--- src/rtl/hpsf_pkg.sv ---
// ----------------------------------------------------------------------------
// Host name prefix/suffix filter package
// Rule tables, record types and helper functions shared by the filter modules.
// ----------------------------------------------------------------------------
package hpsf_pkg;

	// Longest prefix and longest suffix in any rule, in characters.
	localparam int PRE_CHARS = 9;
	localparam int SUF_CHARS = 13;
	localparam int PRE_BITS  = PRE_CHARS * 8;
	localparam int SUF_BITS  = SUF_CHARS * 8;
	localparam int RLEN_W    = 4;

	// Name length counter; it saturates well above every rule length.
	localparam int              LEN_W   = 5;
	localparam logic [LEN_W-1:0] LEN_MAX = '1;

	localparam int WEAK_COUNT   = 16;
	localparam int STRONG_COUNT = 8;

	localparam logic SET_WEAK   = 1'b0;
	localparam logic SET_STRONG = 1'b1;

	localparam int MAX_RULES_DEF   = 16;
	localparam int TAIL_WINDOW_DEF = 16;
	localparam int QUEUE_DEPTH_DEF = 2;

	// Prefix is left-justified (first character in the top byte); suffix is
	// right-justified (last character in the bottom byte).
	typedef struct packed {
		logic [PRE_BITS-1:0] pre;
		logic [RLEN_W-1:0]   pre_len;
		logic [SUF_BITS-1:0] suf;
		logic [RLEN_W-1:0]   suf_len;
	} rule_t;

	// Per-name record handed from the front end to the matcher. The tail holds
	// the newest character in the bottom byte.
	typedef struct packed {
		logic [SUF_BITS-1:0] tail;
		logic [LEN_W-1:0]    len;
		logic                rule_set;
	} name_tail_t;

	function automatic rule_t make_rule(input logic [PRE_BITS-1:0] pre,
			input logic [RLEN_W-1:0] pre_len, input logic [SUF_BITS-1:0] suf,
			input logic [RLEN_W-1:0] suf_len);
		rule_t r;
		r.pre     = pre << (8 * (PRE_CHARS - int'(pre_len)));
		r.pre_len = pre_len;
		r.suf     = suf;
		r.suf_len = suf_len;
		return r;
	endfunction

	// Suffix bytes are written as ASCII in hex.
	localparam logic [SUF_BITS-1:0] SUF_A = 104'h78626f786c6976652e636f6d;
	localparam logic [SUF_BITS-1:0] SUF_B = 104'h78626f782e636f6d;
	localparam logic [SUF_BITS-1:0] SUF_C = 104'h6d736e2e636f6d;
	localparam logic [SUF_BITS-1:0] SUF_D = 104'h70617373706f72742e6e6574;
	localparam logic [SUF_BITS-1:0] SUF_E = 104'h6e736174632e6e6574;
	localparam logic [SUF_BITS-1:0] SUF_F = 104'h6d6963726f736f66742e636f6d;
	localparam logic [SUF_BITS-1:0] SUF_G = 104'h62696e672e6e6574;
	localparam logic [SUF_BITS-1:0] SUF_NONE = '0;
	localparam logic [PRE_BITS-1:0] PRE_NONE = '0;
	localparam logic [PRE_BITS-1:0] PRE_LOCAL = 72'h6c6f63616c686f7374;

	localparam rule_t WEAK_RULES [WEAK_COUNT] = '{
		make_rule(72'h78656d616373, 4'd6, SUF_A, 4'd12),
		make_rule(72'h78656173,     4'd4, SUF_A, 4'd12),
		make_rule(72'h7865746773,   4'd5, SUF_A, 4'd12),
		make_rule(72'h7865786473,   4'd5, SUF_A, 4'd12),
		make_rule(72'h7069666c63,   4'd5, SUF_A, 4'd12),
		make_rule(72'h7369666c63,   4'd5, SUF_A, 4'd12),
		make_rule(72'h6d736163,     4'd4, SUF_A, 4'd12),
		make_rule(72'h786c696e6b,   4'd5, SUF_A, 4'd12),
		make_rule(72'h7875616373,   4'd5, SUF_A, 4'd12),
		make_rule(72'h737473,       4'd3, SUF_A, 4'd12),
		make_rule(72'h78616d,       4'd3, SUF_A, 4'd12),
		make_rule(72'h6e6f74696365, 4'd6, SUF_B, 4'd8),
		make_rule(72'h6d616373,     4'd4, SUF_B, 4'd8),
		make_rule(72'h726164,       4'd3, SUF_C, 4'd7),
		make_rule(PRE_NONE,         4'd0, SUF_D, 4'd12),
		make_rule(PRE_LOCAL,        4'd9, SUF_NONE, 4'd0)
	};

	localparam rule_t STRONG_RULES [STRONG_COUNT] = '{
		make_rule(PRE_NONE,  4'd0, SUF_A, 4'd12),
		make_rule(PRE_NONE,  4'd0, SUF_B, 4'd8),
		make_rule(PRE_NONE,  4'd0, SUF_E, 4'd9),
		make_rule(PRE_NONE,  4'd0, SUF_F, 4'd13),
		make_rule(PRE_NONE,  4'd0, SUF_D, 4'd12),
		make_rule(PRE_NONE,  4'd0, SUF_G, 4'd8),
		make_rule(PRE_NONE,  4'd0, SUF_C, 4'd7),
		make_rule(PRE_LOCAL, 4'd9, SUF_NONE, 4'd0)
	};

	// Rule in slot idx of the chosen set; all zero past the end of the table.
	function automatic rule_t get_rule(input logic sel, input int unsigned idx);
		rule_t r;
		r = '0;
		if (sel == SET_STRONG) begin
			if (idx < STRONG_COUNT)
				r = STRONG_RULES[idx[$clog2(STRONG_COUNT)-1:0]];
		end else begin
			if (idx < WEAK_COUNT)
				r = WEAK_RULES[idx[$clog2(WEAK_COUNT)-1:0]];
		end
		return r;
	endfunction

	// A slot takes part only if it lies inside the chosen table and the slot count.
	function automatic logic rule_valid(input logic sel, input int unsigned idx,
			input int unsigned max_rules);
		int unsigned count;
		count = (sel == SET_STRONG) ? STRONG_COUNT : WEAK_COUNT;
		return (idx < count) && (idx < max_rules);
	endfunction

endpackage

--- src/rtl/hpsf_front.sv ---
// ----------------------------------------------------------------------------
// Host name filter front end
// Folds case, tracks prefix progress per rule slot, keeps the tail window and
// the name length, and emits one record per name on its final character.
// ----------------------------------------------------------------------------
module hpsf_front import hpsf_pkg::*; #(
	parameter int MAX_RULES   = MAX_RULES_DEF,
	parameter int TAIL_WINDOW = TAIL_WINDOW_DEF
) (
	input  logic                 clk,
	input  logic                 arst_n,
	input  logic                 rule_set,
	input  logic                 in_valid,
	output logic                 in_stall,
	input  logic [7:0]           host_char,
	input  logic                 last_char,
	output logic                 rec_push,
	input  logic                 rec_full,
	output logic [MAX_RULES-1:0] rec_pre_ok,
	output name_tail_t           rec_tail
);

	logic [MAX_RULES-1:0]        alive_q;
	logic [MAX_RULES-1:0]        alive_next;
	logic [LEN_W-1:0]            len_q;
	logic [LEN_W-1:0]            len_next;
	logic [TAIL_WINDOW-1:0][7:0] tail_q;
	logic [TAIL_WINDOW-1:0][7:0] tail_next;
	logic [7:0]                  c;
	logic                        accept;

	assign in_stall = rec_full;
	assign accept   = in_valid & ~in_stall;
	assign rec_push = accept & last_char;

	assign c         = (host_char >= 8'h41 && host_char <= 8'h5a) ? (host_char | 8'h20)
	                                                               : host_char;
	assign len_next  = (len_q == LEN_MAX) ? len_q : len_q + 1'b1;
	assign tail_next = {tail_q[TAIL_WINDOW-2:0], c};

	for (genvar i = 0; i < MAX_RULES; i++) begin : g_slot
		rule_t r;
		logic  valid;
		logic  miss;

		always_comb begin
			r     = get_rule(rule_set, i);
			valid = rule_valid(rule_set, i, MAX_RULES);
			miss  = 1'b0;
			for (int j = 0; j < PRE_CHARS; j++) begin
				if (len_q == LEN_W'(j) && LEN_W'(j) < {1'b0, r.pre_len}
						&& r.pre[(PRE_CHARS-1-j)*8 +: 8] != c)
					miss = 1'b1;
			end
			alive_next[i] = alive_q[i] & ~(valid & miss);
			rec_pre_ok[i] = valid & alive_next[i] & (len_next >= {1'b0, r.pre_len});
		end
	end

	assign rec_tail.tail     = tail_next[SUF_CHARS-1:0];
	assign rec_tail.len      = len_next;
	assign rec_tail.rule_set = rule_set;

	// Per-name state returns to its reset value after the final character.
	always_ff @(posedge clk or negedge arst_n) begin
		if (!arst_n) begin
			alive_q <= '1;
			len_q   <= '0;
			tail_q  <= '0;
		end else if (accept) begin
			if (last_char) begin
				alive_q <= '1;
				len_q   <= '0;
				tail_q  <= '0;
			end else begin
				alive_q <= alive_next;
				len_q   <= len_next;
				tail_q  <= tail_next;
			end
		end
	end

endmodule

--- src/rtl/hpsf_queue.sv ---
// ----------------------------------------------------------------------------
// Host name filter record queue
// Small first-word-fall-through queue between the front end and the matcher.
// ----------------------------------------------------------------------------
module hpsf_queue import hpsf_pkg::*; #(
	parameter int WIDTH = 8,
	parameter int DEPTH = QUEUE_DEPTH_DEF
) (
	input  logic             clk,
	input  logic             arst_n,
	input  logic             push,
	input  logic [WIDTH-1:0] wr_data,
	output logic             full,
	output logic             rd_valid,
	output logic [WIDTH-1:0] rd_data,
	input  logic             pop
);

	localparam int PTR_W = $clog2(DEPTH);
	localparam int CNT_W = $clog2(DEPTH + 1);
	localparam logic [PTR_W-1:0] PTR_LAST = PTR_W'(DEPTH - 1);
	localparam logic [CNT_W-1:0] CNT_FULL = CNT_W'(DEPTH);

	logic [WIDTH-1:0] mem_q [DEPTH];
	logic [PTR_W-1:0] wr_ptr_q;
	logic [PTR_W-1:0] rd_ptr_q;
	logic [CNT_W-1:0] count_q;
	logic             do_push;
	logic             do_pop;

	assign full     = (count_q == CNT_FULL);
	assign rd_valid = (count_q != '0);
	assign rd_data  = mem_q[rd_ptr_q];
	assign do_push  = push & ~full;
	assign do_pop   = pop & rd_valid;

	always_ff @(posedge clk) begin
		if (do_push)
			mem_q[wr_ptr_q] <= wr_data;
	end

	always_ff @(posedge clk or negedge arst_n) begin
		if (!arst_n) begin
			wr_ptr_q <= '0;
			rd_ptr_q <= '0;
			count_q  <= '0;
		end else begin
			if (do_push)
				wr_ptr_q <= (wr_ptr_q == PTR_LAST) ? '0 : wr_ptr_q + 1'b1;
			if (do_pop)
				rd_ptr_q <= (rd_ptr_q == PTR_LAST) ? '0 : rd_ptr_q + 1'b1;
			if (do_push && !do_pop)
				count_q <= count_q + 1'b1;
			else if (do_pop && !do_push)
				count_q <= count_q - 1'b1;
		end
	end

endmodule

--- src/rtl/hpsf_back.sv ---
// ----------------------------------------------------------------------------
// Host name filter matcher
// Checks every rule suffix against the name tail and registers the verdict.
// ----------------------------------------------------------------------------
module hpsf_back import hpsf_pkg::*; #(
	parameter int MAX_RULES = MAX_RULES_DEF
) (
	input  logic                 clk,
	input  logic                 arst_n,
	input  logic                 q_valid,
	input  logic [MAX_RULES-1:0] q_pre_ok,
	input  name_tail_t           q_tail,
	output logic                 q_pop,
	output logic                 out_valid,
	input  logic                 out_stall,
	output logic                 blocked
);

	logic [MAX_RULES-1:0] suf_ok;
	logic                 hit;
	logic                 out_valid_q;
	logic                 blocked_q;

	for (genvar i = 0; i < MAX_RULES; i++) begin : g_slot
		rule_t r;

		always_comb begin
			r         = get_rule(q_tail.rule_set, i);
			suf_ok[i] = 1'b1;
			if (r.suf_len != '0) begin
				if ({1'b0, r.suf_len} > q_tail.len)
					suf_ok[i] = 1'b0;
				for (int k = 0; k < SUF_CHARS; k++) begin
					if (RLEN_W'(k) < r.suf_len && r.suf[k*8 +: 8] != q_tail.tail[k*8 +: 8])
						suf_ok[i] = 1'b0;
				end
			end
		end
	end

	assign hit   = |(q_pre_ok & suf_ok);
	assign q_pop = q_valid & (~out_valid_q | ~out_stall);

	always_ff @(posedge clk or negedge arst_n) begin
		if (!arst_n) begin
			out_valid_q <= 1'b0;
		end else if (q_pop) begin
			out_valid_q <= 1'b1;
		end else if (!out_stall) begin
			out_valid_q <= 1'b0;
		end
	end

	always_ff @(posedge clk) begin
		if (q_pop)
			blocked_q <= hit;
	end

	assign out_valid = out_valid_q;
	assign blocked   = blocked_q;

endmodule

--- src/rtl/hostname_prefix_suffix_filter_core.sv ---
// ----------------------------------------------------------------------------
// Host name prefix/suffix filter core
// Streams a host name one character at a time and reports whether it is blocked.
// ----------------------------------------------------------------------------
// The block takes one character of a host name per input transaction, with
// last_char high on the final character, and answers each name with exactly
// one output transaction whose blocked bit is high when some rule of the
// selected rule set matches. A rule has an optional prefix and an optional
// suffix, compared without regard to ASCII letter case; an absent part always
// matches, and a part longer than the name never does. rule_set (reset value
// 1) picks the strong eight-rule table, 0 picks the weak sixteen-rule table;
// write it only while no name is in flight. Characters are accepted at one
// per clock, back to back, across name boundaries, while the queue has room.
// On the final character the front end hands a per-name record to a
// two-entry queue, and the matcher takes it from there and registers its
// answer. The queue lets the front end keep taking characters while a
// verdict waits for the consumer; input stalls only when the queue is full,
// which takes two names stacked up behind a stalled output.
// ----------------------------------------------------------------------------
module hostname_prefix_suffix_filter_core import hpsf_pkg::*; #(
	parameter int MAX_RULES   = MAX_RULES_DEF,
	parameter int TAIL_WINDOW = TAIL_WINDOW_DEF
) (
	input  logic       clk,
	input  logic       arst_n,
	input  logic       rule_set_we,
	input  logic       rule_set_wdata,
	input  logic       in_valid,
	output logic       in_stall,
	input  logic [7:0] host_char,
	input  logic       last_char,
	output logic       out_valid,
	input  logic       out_stall,
	output logic       blocked
);

	localparam int REC_W = MAX_RULES + $bits(name_tail_t);

	logic                 rule_set_q;

	// Front end to queue.
	logic                 rec_push;
	logic                 rec_full;
	logic [MAX_RULES-1:0] rec_pre_ok;
	name_tail_t           rec_tail;

	// Queue to matcher.
	logic                 q_valid;
	logic                 q_pop;
	logic [REC_W-1:0]     q_data;
	logic [MAX_RULES-1:0] q_pre_ok;
	name_tail_t           q_tail;

	// The rule set register; only the low bit of the write data exists.
	always_ff @(posedge clk or negedge arst_n) begin
		if (!arst_n) begin
			rule_set_q <= SET_STRONG;
		end else if (rule_set_we) begin
			rule_set_q <= rule_set_wdata;
		end
	end

	// The front end tracks prefix progress and the tail of the name; on the
	// final character it pushes the prefix verdicts and the tail.
	hpsf_front #(
		.MAX_RULES   (MAX_RULES),
		.TAIL_WINDOW (TAIL_WINDOW)
	) u_front (
		.clk        (clk),
		.arst_n     (arst_n),
		.rule_set   (rule_set_q),
		.in_valid   (in_valid),
		.in_stall   (in_stall),
		.host_char  (host_char),
		.last_char  (last_char),
		.rec_push   (rec_push),
		.rec_full   (rec_full),
		.rec_pre_ok (rec_pre_ok),
		.rec_tail   (rec_tail)
	);

	hpsf_queue #(
		.WIDTH (REC_W),
		.DEPTH (QUEUE_DEPTH_DEF)
	) u_queue (
		.clk      (clk),
		.arst_n   (arst_n),
		.push     (rec_push),
		.wr_data  ({rec_pre_ok, rec_tail}),
		.full     (rec_full),
		.rd_valid (q_valid),
		.rd_data  (q_data),
		.pop      (q_pop)
	);

	assign q_pre_ok = q_data[REC_W-1 -: MAX_RULES];
	assign q_tail   = q_data[$bits(name_tail_t)-1:0];

	// The matcher finishes the suffix checks and holds the verdict until taken.
	hpsf_back #(
		.MAX_RULES (MAX_RULES)
	) u_back (
		.clk       (clk),
		.arst_n    (arst_n),
		.q_valid   (q_valid),
		.q_pre_ok  (q_pre_ok),
		.q_tail    (q_tail),
		.q_pop     (q_pop),
		.out_valid (out_valid),
		.out_stall (out_stall),
		.blocked   (blocked)
	);

endmodule

--- config.mk ---
export PLATFORM = sky130hd
export DESIGN_NAME = hostname_prefix_suffix_filter_core
export DESIGN_NICKNAME = d
export VERILOG_FILES = /design/src/rtl/hpsf_pkg.sv /design/src/rtl/hpsf_front.sv /design/src/rtl/hpsf_queue.sv /design/src/rtl/hpsf_back.sv /design/src/rtl/hostname_prefix_suffix_filter_core.sv
export SDC_FILE = /design/constraint.sdc
export NUM_CORES = 1
export LEC_CHECK = 0
export BUFFER_PORTS_ARGS = -buffer_cell sky130_fd_sc_hd__buf_2
export CAP_MARGIN = 20
export CORE_MARGIN = 2
export CORE_UTILIZATION = 63
export CTS_CLUSTER_DIAMETER = 150
export DETAILED_ROUTE_END_ITERATION = 8
export MAX_ROUTING_LAYER = met4
export PLACE_DENSITY = 0.75
export SLEW_MARGIN = 25
export SYNTH_ARGS = -nofsm -noshare
export SYNTH_HDL_FRONTEND = slang
export SYNTH_SLANG_ARGS = --single-unit
--- constraint.sdc ---
create_clock -name clk -period 7.75 [get_ports clk]
set_input_delay 0 -clock clk [delete_from_list [all_inputs] [get_ports clk]]
set_output_delay 0 -clock clk [all_outputs]
set_load 0.05 [all_outputs]
==> metrics.md, run 1 <==
| Metric | Value |
|---|---|
| Status | complete, but fails checks |
| Violated checks | negative hold slack |
| Crit-path cells | buf_4 -> or3b_2 -> o22ai_2 -> nand3_1 -> nor4b_1 -> nand3_1 -> a211oi_1 -> a221oi_1 -> nand3_1 |
| Slowest cell on the critical path | buf_4 |
| Total GRT Usage | 0.331 |
| Setup Slack @ Placement | 3.97 ns |
| Core Region | 27600 um^2 |
| Worst-path fanout max | 85 |
| FP Rows | 61 |
| DR pass1 iterations | 6 |
| Crit path max-delay family | simple AND/OR/NAND/NOR gates |
| DPL Wire Length | roughly 32 mm |
| Finished Cell Area | 19300 um^2 |
| Register area share after synthesis | 0.610 |
| Initial antenna violation count | 1 |
| Adder-cell share of the synthesized area | 0.0128 |
| Crit start category | flop |
| Hold Path Class | input port to asynchronous set/reset pin |
| WL/cell | about 23 um |
| CTS max path bufs | 3 |
| Finish-stage setup viols | 0 |
| FF+latch count, synth | between 300 and 400 |
| Synthesis-to-layout area growth | 10.1% |
| Vias | around 13000 |
| Die width | between 150 and 200 um |
| WP buf/inv | 1 |
| Synth Area in Compound Gates | 0.121 |
| Synth Cell Area | approximately 18000 um^2 |
| Vias in the first global route | ~12000 |
| Dominant cell type by area after synthesis | edfxtp_1 |
| P per Cell Area | 331 nW/um^2 |
| Synthesized area per cell | 11.1 um^2 |
| Number of synthesized flops with an enable pin | 253 |
| Synth Area in Simple Gates | 0.186 |
| Setup ws final | ~3.9 ns |
| Vias per cell | about 6.5 |
| Clock slew at reported path FFs | 0.07 ns |
| Register area | around 11000 um^2 |
| Ratio of cells with drive above 1 in the final layout | 0.0949 |
| Leak | 6.88 nW |
| CP dominant cell by count | nand3_1 |
| Main combinational cell family by area after synthesis | simple AND/OR/NAND/NOR gates |
| Fillers | roughly 2000 |
| Drt total wl | around 46 mm |
| Distinct cells, synth | 86 |
| Chip Height | 171 um |
| CTS buffer count | 38 |
| Synth area leaders | edfxtp_1 43%, dfrtp_1 15%, nand2_1 6.4%, o21ai_0 3.9%, dfstp_2 2.5% |
| Area of the multi-input gates | approximately 6400 um^2 |
| Starting Density | 0.635 |
| Async SR Flop Fraction | 0.327 |
| Die area | approximately 29000 um^2 |
| Drt drc | 0 |
| Post-Syn Nets | around 1600 |
| GPL Wtd Cong | between 0.9 and 1 |
| Slowest stage delay, CP | about 0.72 ns |
| Tmin final | just under 4 ns |
| Worst Max-Slew Pin Slew | 1.03 ns |
| DRT iter0 DRCs | between 1000 and 1500 |
| Fin. Hold Viols | 2 |
| Syn. warnings | 0 |
| Pin count of the biggest net entering global routing | around 110 |
| RSZ-0062 raised after global routing | false |
| Nets | between 1500 and 2000 |
| Cts repair resizes | 0 |
| Fmax | 259 MHz |
| Worst IR Drop VDD | 0.243 mV |
| Post-synthesis xor/xnor area fraction | 0.0145 |
| Endpoint class of the critical path | flop |
| CTS tree | yes |
| Relative slew slack | 0.313 |
| Post-synthesis mux area share | 0.0279 |
| Setup Skew | ~0.018 ns |
| Final Cycle Share | 0.497 |
| Synth Flop Type | edfxtp_1 |
| Area share of the largest cell type after synthesis | 0.433 |
| Setup TNS Final | 0 ns |
| Max-slew violations | 0 |
| Final hold slack | -0.0240 ns |
| Total of max-cap violations | 0 |
| Clk_lat worst skew | 0.53 ns |
| Port Buffer Count | 17 |
| Root buffer cell | clkbuf_16 |
| Cells after Synth | roughly 1600 |
| # diodes | 0 |
| CP arrival | roughly 4.3 ns |
| Ports | 18 |
| Antenna violation net count after detailed routing | 0 |
| Gr ovfl total | 0 |
| Placed inst area | between 15000 and 20000 um^2 |
| WS Path Type | flop to flop |
| Global-route wire length before repair | ~71 mm |
| Clk sinks | 376 |
| Critical Path RT | between 8 and 9 ns |
| Number of H-tree levels | 2 |
stage by stage:
stage	cells	util	power, mW	hold WS, ns
6_report	1991	0.698	6.39	-0.0240
5_1_grt	1991	0.698	6.66	0.0452
4_1_cts	1990	0.697	6.36	0.0133
3_5_place_dp	1907	0.646	4.52	-0.0164
3_3_place_gp	1907	0.646	4.47	-0.0231
2_1_floorplan	1577	-	4.00	-0.296
cells in the final DEF (no fill, tap or decap), drive strengths merged, types with 9 or more instances in the layout:
cell,synthesis,final
nand4,33,33
and3,14,14
o211ai,9,9
a22oi,9,9
buf,31,32
nor3,47,47
a31oi,14,14
nand2b,17,17
nor4,26,26
mux2,15,15
dfrtp,106,106
o31ai,13,13
nand3,45,45
clkbuf,48,46
or3,12,12
mux2i,32,32
nor2,88,88
clkinv,0,17
a211oi,10,10
a21oi,47,47
o21ai,139,139
dlygate4sd3,0,13
ha,18,18
nand4b,10,10
or4,13,13
nand2,297,297
and2,9,9
o22ai,12,12
edfxtp,253,253
xnor2,21,21
dfstp,17,17
inv,28,29
path summary, 6_finish.rpt:
check                                           start                     to  depth (start not counted)  slack, ns
worst max-delay path                 u_queue.rd_ptr_q         u_back.blocked                          9       3.89
worst min-delay path                           arst_n       u_back.out_valid                          2      -0.02
worst max register to register       u_queue.rd_ptr_q         u_back.blocked                          9       3.89
worst min register to register  u_front.rec_tail[107]  u_queue.mem_q[0][107]                          0       0.48
max in group asynchronous                      arst_n       u_queue.rd_ptr_q                          3       6.63
min in group clk                             in_valid       u_front.len_q[0]                          3       0.09
sequential cells by signal (all words and copies together) (netlist names):
name,cells
u_queue.wr_ptr_q,1
u_front.alive_q,16
u_queue.mem_q,252
u_front.rec_tail,96
u_back.blocked,1
rule_set_q,1
u_queue.count_q,2
u_front.len_q,5
u_queue.rd_ptr_q,1
u_back.out_valid,1
area by class of cell:
| class | count | area share |
|---|---|---|
| inverter | 28 | 0.00558 |
| tap | 378 | 0.0245 |
| clock inverter | 24 | 0.0130 |
| clock buffer | 46 | 0.0530 |
| sequential | 376 | 0.555 |
| multi-input combinational | 1094 | 0.331 |
| timing repair buffer | 45 | 0.0182 |
layer usage:
layer,wire (um),part of all wire,global-route usage,vias to the layer above
met2,22300,0.48,0.534,527
met3,2880,0.062,0.0414,110
li1,-,-,-,5898
met4,1680,0.036,0.125,0
met1,19400,0.42,0.436,6354
met5,0,0,-,-
repair_timing:
item / in CTS / in global routing
hold buffers: 13 / 0
buffers inserted: 0 / 0
endpoints found under the setup margin: 0 / 0
hold endpoints to repair: 81 / 0
power by group:
group | switching, mW | internal, mW
logic | 1.22 | 0.553
clock network | 0.772 | 1.08
registers | 0.218 | 2.54
total | 2.21 | 4.18
synthesized netlist by cell type (all sizes together) (10+ instances only):
cell and number:
nand3 45, or4 13, nand4b 10, o31ai 13, edfxtp 253, mux2i 32
o22ai 12, nand2 297, nor4 26, inv 28, dfstp 17, or3 12
o21ai 139, a21oi 47, a211oi 10, dfrtp 106, nand2b 17, nor3 47
a31oi 14, nor2 88, nand4 33, buf 31, xnor2 21, clkbuf 48
mux2 15, ha 18, and3 14
logic make-up after synthesis:
group | after synthesis
buffers and inverters | 107
DFF | 376
adders and majority gates | 18
and+or+nand+nor | 668
muxes | 47
AOI/OAI and AO/OA | 332
xor gates and xnor gates | 29
Power figures use the tool's default switching activity.
==> inputs of run 2 (changes only) <==
==> constraint.sdc (replaced) <==
create_clock -name clk -period 3.9 [get_ports clk]
set_input_delay 0 -clock clk [delete_from_list [all_inputs] [get_ports clk]]
set_output_delay 0 -clock clk [all_outputs]
set_load 0.05 [all_outputs]
==> run 2 against run 1 <==
The flow now finishes without violations. Count of clock-buffer cells in the layout up 15. Global-route usage up 2.4 points. Flip-flop and latch count unchanged.
==> metrics.md, run 2 (synthesized netlist as in run 1, its figures left out) <==
| Metric | Value |
|---|---|
| Finish-stage setup viols | 0 |
| Max-slew violations | 0 |
| CTS max path bufs | 3 |
| RSZ-0062 raised after global routing | false |
| CP arrival | approximately 4.0 ns |
| Status | finished, final reports clean |
| Worst IR Drop VDD | approximately 0.7 mV |
| Die width | roughly 170 um |
| WS Path Type | flop to flop |
| Vias in the first global route | 12700 |
| Endpoint class of the critical path | flop |
| FP Rows | between 60 and 70 |
| Worst-path fanout max | 67 |
| Max FFs per register | ~250 |
| Number of H-tree levels | 2 |
| Hold Path Class | input port to asynchronous set/reset pin |
| Nets | roughly 1700 |
| GPL Wtd Cong | 1.07 |
| Total GRT Usage | 0.355 |
| DPL Wire Length | around 35 mm |
| Relative slew slack | 0.346 |
| Setup Skew | 0.0191 ns |
| Top reg by flops | u_queue.mem_q |
| Cts repair resizes | 0 |
| Vias | around 13000 |
| Setup TNS Final | 0 ns |
| Final hold slack | between 0.03 and 0.04 ns |
| Port Buffer Count | 17 |
| Core Region | approximately 28000 um^2 |
| Clock slew at reported path FFs | about 0.060 ns |
| Final Cycle Share | 0.922 |
| DR pass1 iterations | 7 |
| Worst Max-Slew Pin Slew | just under 1 ns |
| Total of max-cap violations | 0 |
| Inst Count DP | about 2000 |
| Vias per cell | about 6.5 |
| Ports | 18 |
| Crit start category | flop |
| # diodes | 0 |
| Drt drc | 0 |
| CTS buffer count | 38 |
| Ratio of cells with drive above 1 in the final layout | 0.109 |
| Root buffer cell | clkbuf_16 |
| Fin. Hold Viols | 0 |
| Drt total wl | about 50 mm |
| Tmin final | roughly 3.6 ns |
| Pin count of the biggest net entering global routing | roughly 130 |
| Starting Density | 0.635 |
| Non-Filler Instances | slightly above 2000 |
| CTS tree | yes |
| Power, Total | 12.7 mW |
| Initial antenna violation count | 0 |
| Leak | 7.01 nW |
| Commonest non-fill, non-tap cell in the layout | nand2_1 |
| DRT iter0 DRCs | about 1600 |
| Highest-count cells in the layout ignoring fill and taps | 296 x nand2_1, 253 x edfxtp_1, 138 x o21ai_0 |
| P per Cell Area | around 650 nW/um^2 |
| Gr ovfl total | 0 |
| Critical Path RT | between 4 and 5 ns |
| Chip Height | about 170 um |
| Fmax | 278 MHz |
| Clk sinks | about 380 |
| Die area | between 20000 and 30000 um^2 |
| WL/cell | 24.5 um |
| Global-route wire length before repair | around 75 mm |
| Synthesis-to-layout area growth | 11.2% |
| Antenna violation net count after detailed routing | 0 |
| Clk_lat worst skew | about 0.52 ns |
-- run 2: final timing paths --
kind                                             from               endpoint  slack (ns)  cells past startpoint
worst max-delay path                 u_queue.rd_ptr_q         u_back.blocked        0.30                      8
worst min-delay path                           arst_n   u_front.rec_tail[37]        0.04                      2
worst max register to register       u_queue.rd_ptr_q         u_back.blocked        0.30                      8
worst min register to register  u_front.rec_tail[106]  u_queue.mem_q[0][106]        0.48                      0
max in group asynchronous                      arst_n     u_front.alive_q[7]        2.88                      3
min in group clk                             in_valid       u_front.len_q[1]        0.14                      3
-- run 2: what timing repair did --
action	in CTS	in global routing
hold buffers	13	0
buffers inserted	0	0
endpoints found under the hold margin	87	0
-- run 2: critical path: stages, from the launching register on --
cell      delay, ns
dfrtp_4        0.96
mux2_2         0.47
or3_1          0.35
a211oi_1       0.57
nand4_1        0.15
nor4_1         0.42
a32oi_1        0.16
o32a_1         0.19
nand3_1        0.08
-- run 2: per-stage QoR --
step / setup slack [ns] / util / cell area (um^2)
finish: 0.304 / 0.706 / 19500
detailed placement: 0.437 / 0.660 / 18200
floorplan: 0.532 / - / 17500
global placement: 0.469 / 0.660 / 18200
CTS: 0.421 / 0.706 / 19500
global route: 0.287 / 0.706 / 19500
-- run 2: final cells by class --
| class | instances | area (um^2) |
|---|---|---|
| Sequential cell | 376 | 10700 |
| Tap cell | 378 | 473 |
| Timing Repair Buffer | 88 | 707 |
| Clock buffer | 61 | 1050 |
| Inverter | 28 | 109 |
| Clock inverter | 7 | 76.3 |
| Fill cell | 1930 | 8130 |
| Multi-Input combinational cell | 1094 | 6380 |
-- run 2: power breakdown --
group	switching [mW]	total (mW)	internal [mW]
Combinational	2.48	3.81	1.32
Clock	1.44	3.35	1.91
Sequential	0.537	5.59	5.05
-- run 2: per-layer routing --
metal  GRT usage  vias up  routed length, um
met1       0.425     6459              19100
li1            -     5985                  -
met5           -        -                  0
met2       0.595      623              24800
met3      0.0523      155               3150
met4       0.171        0               2770
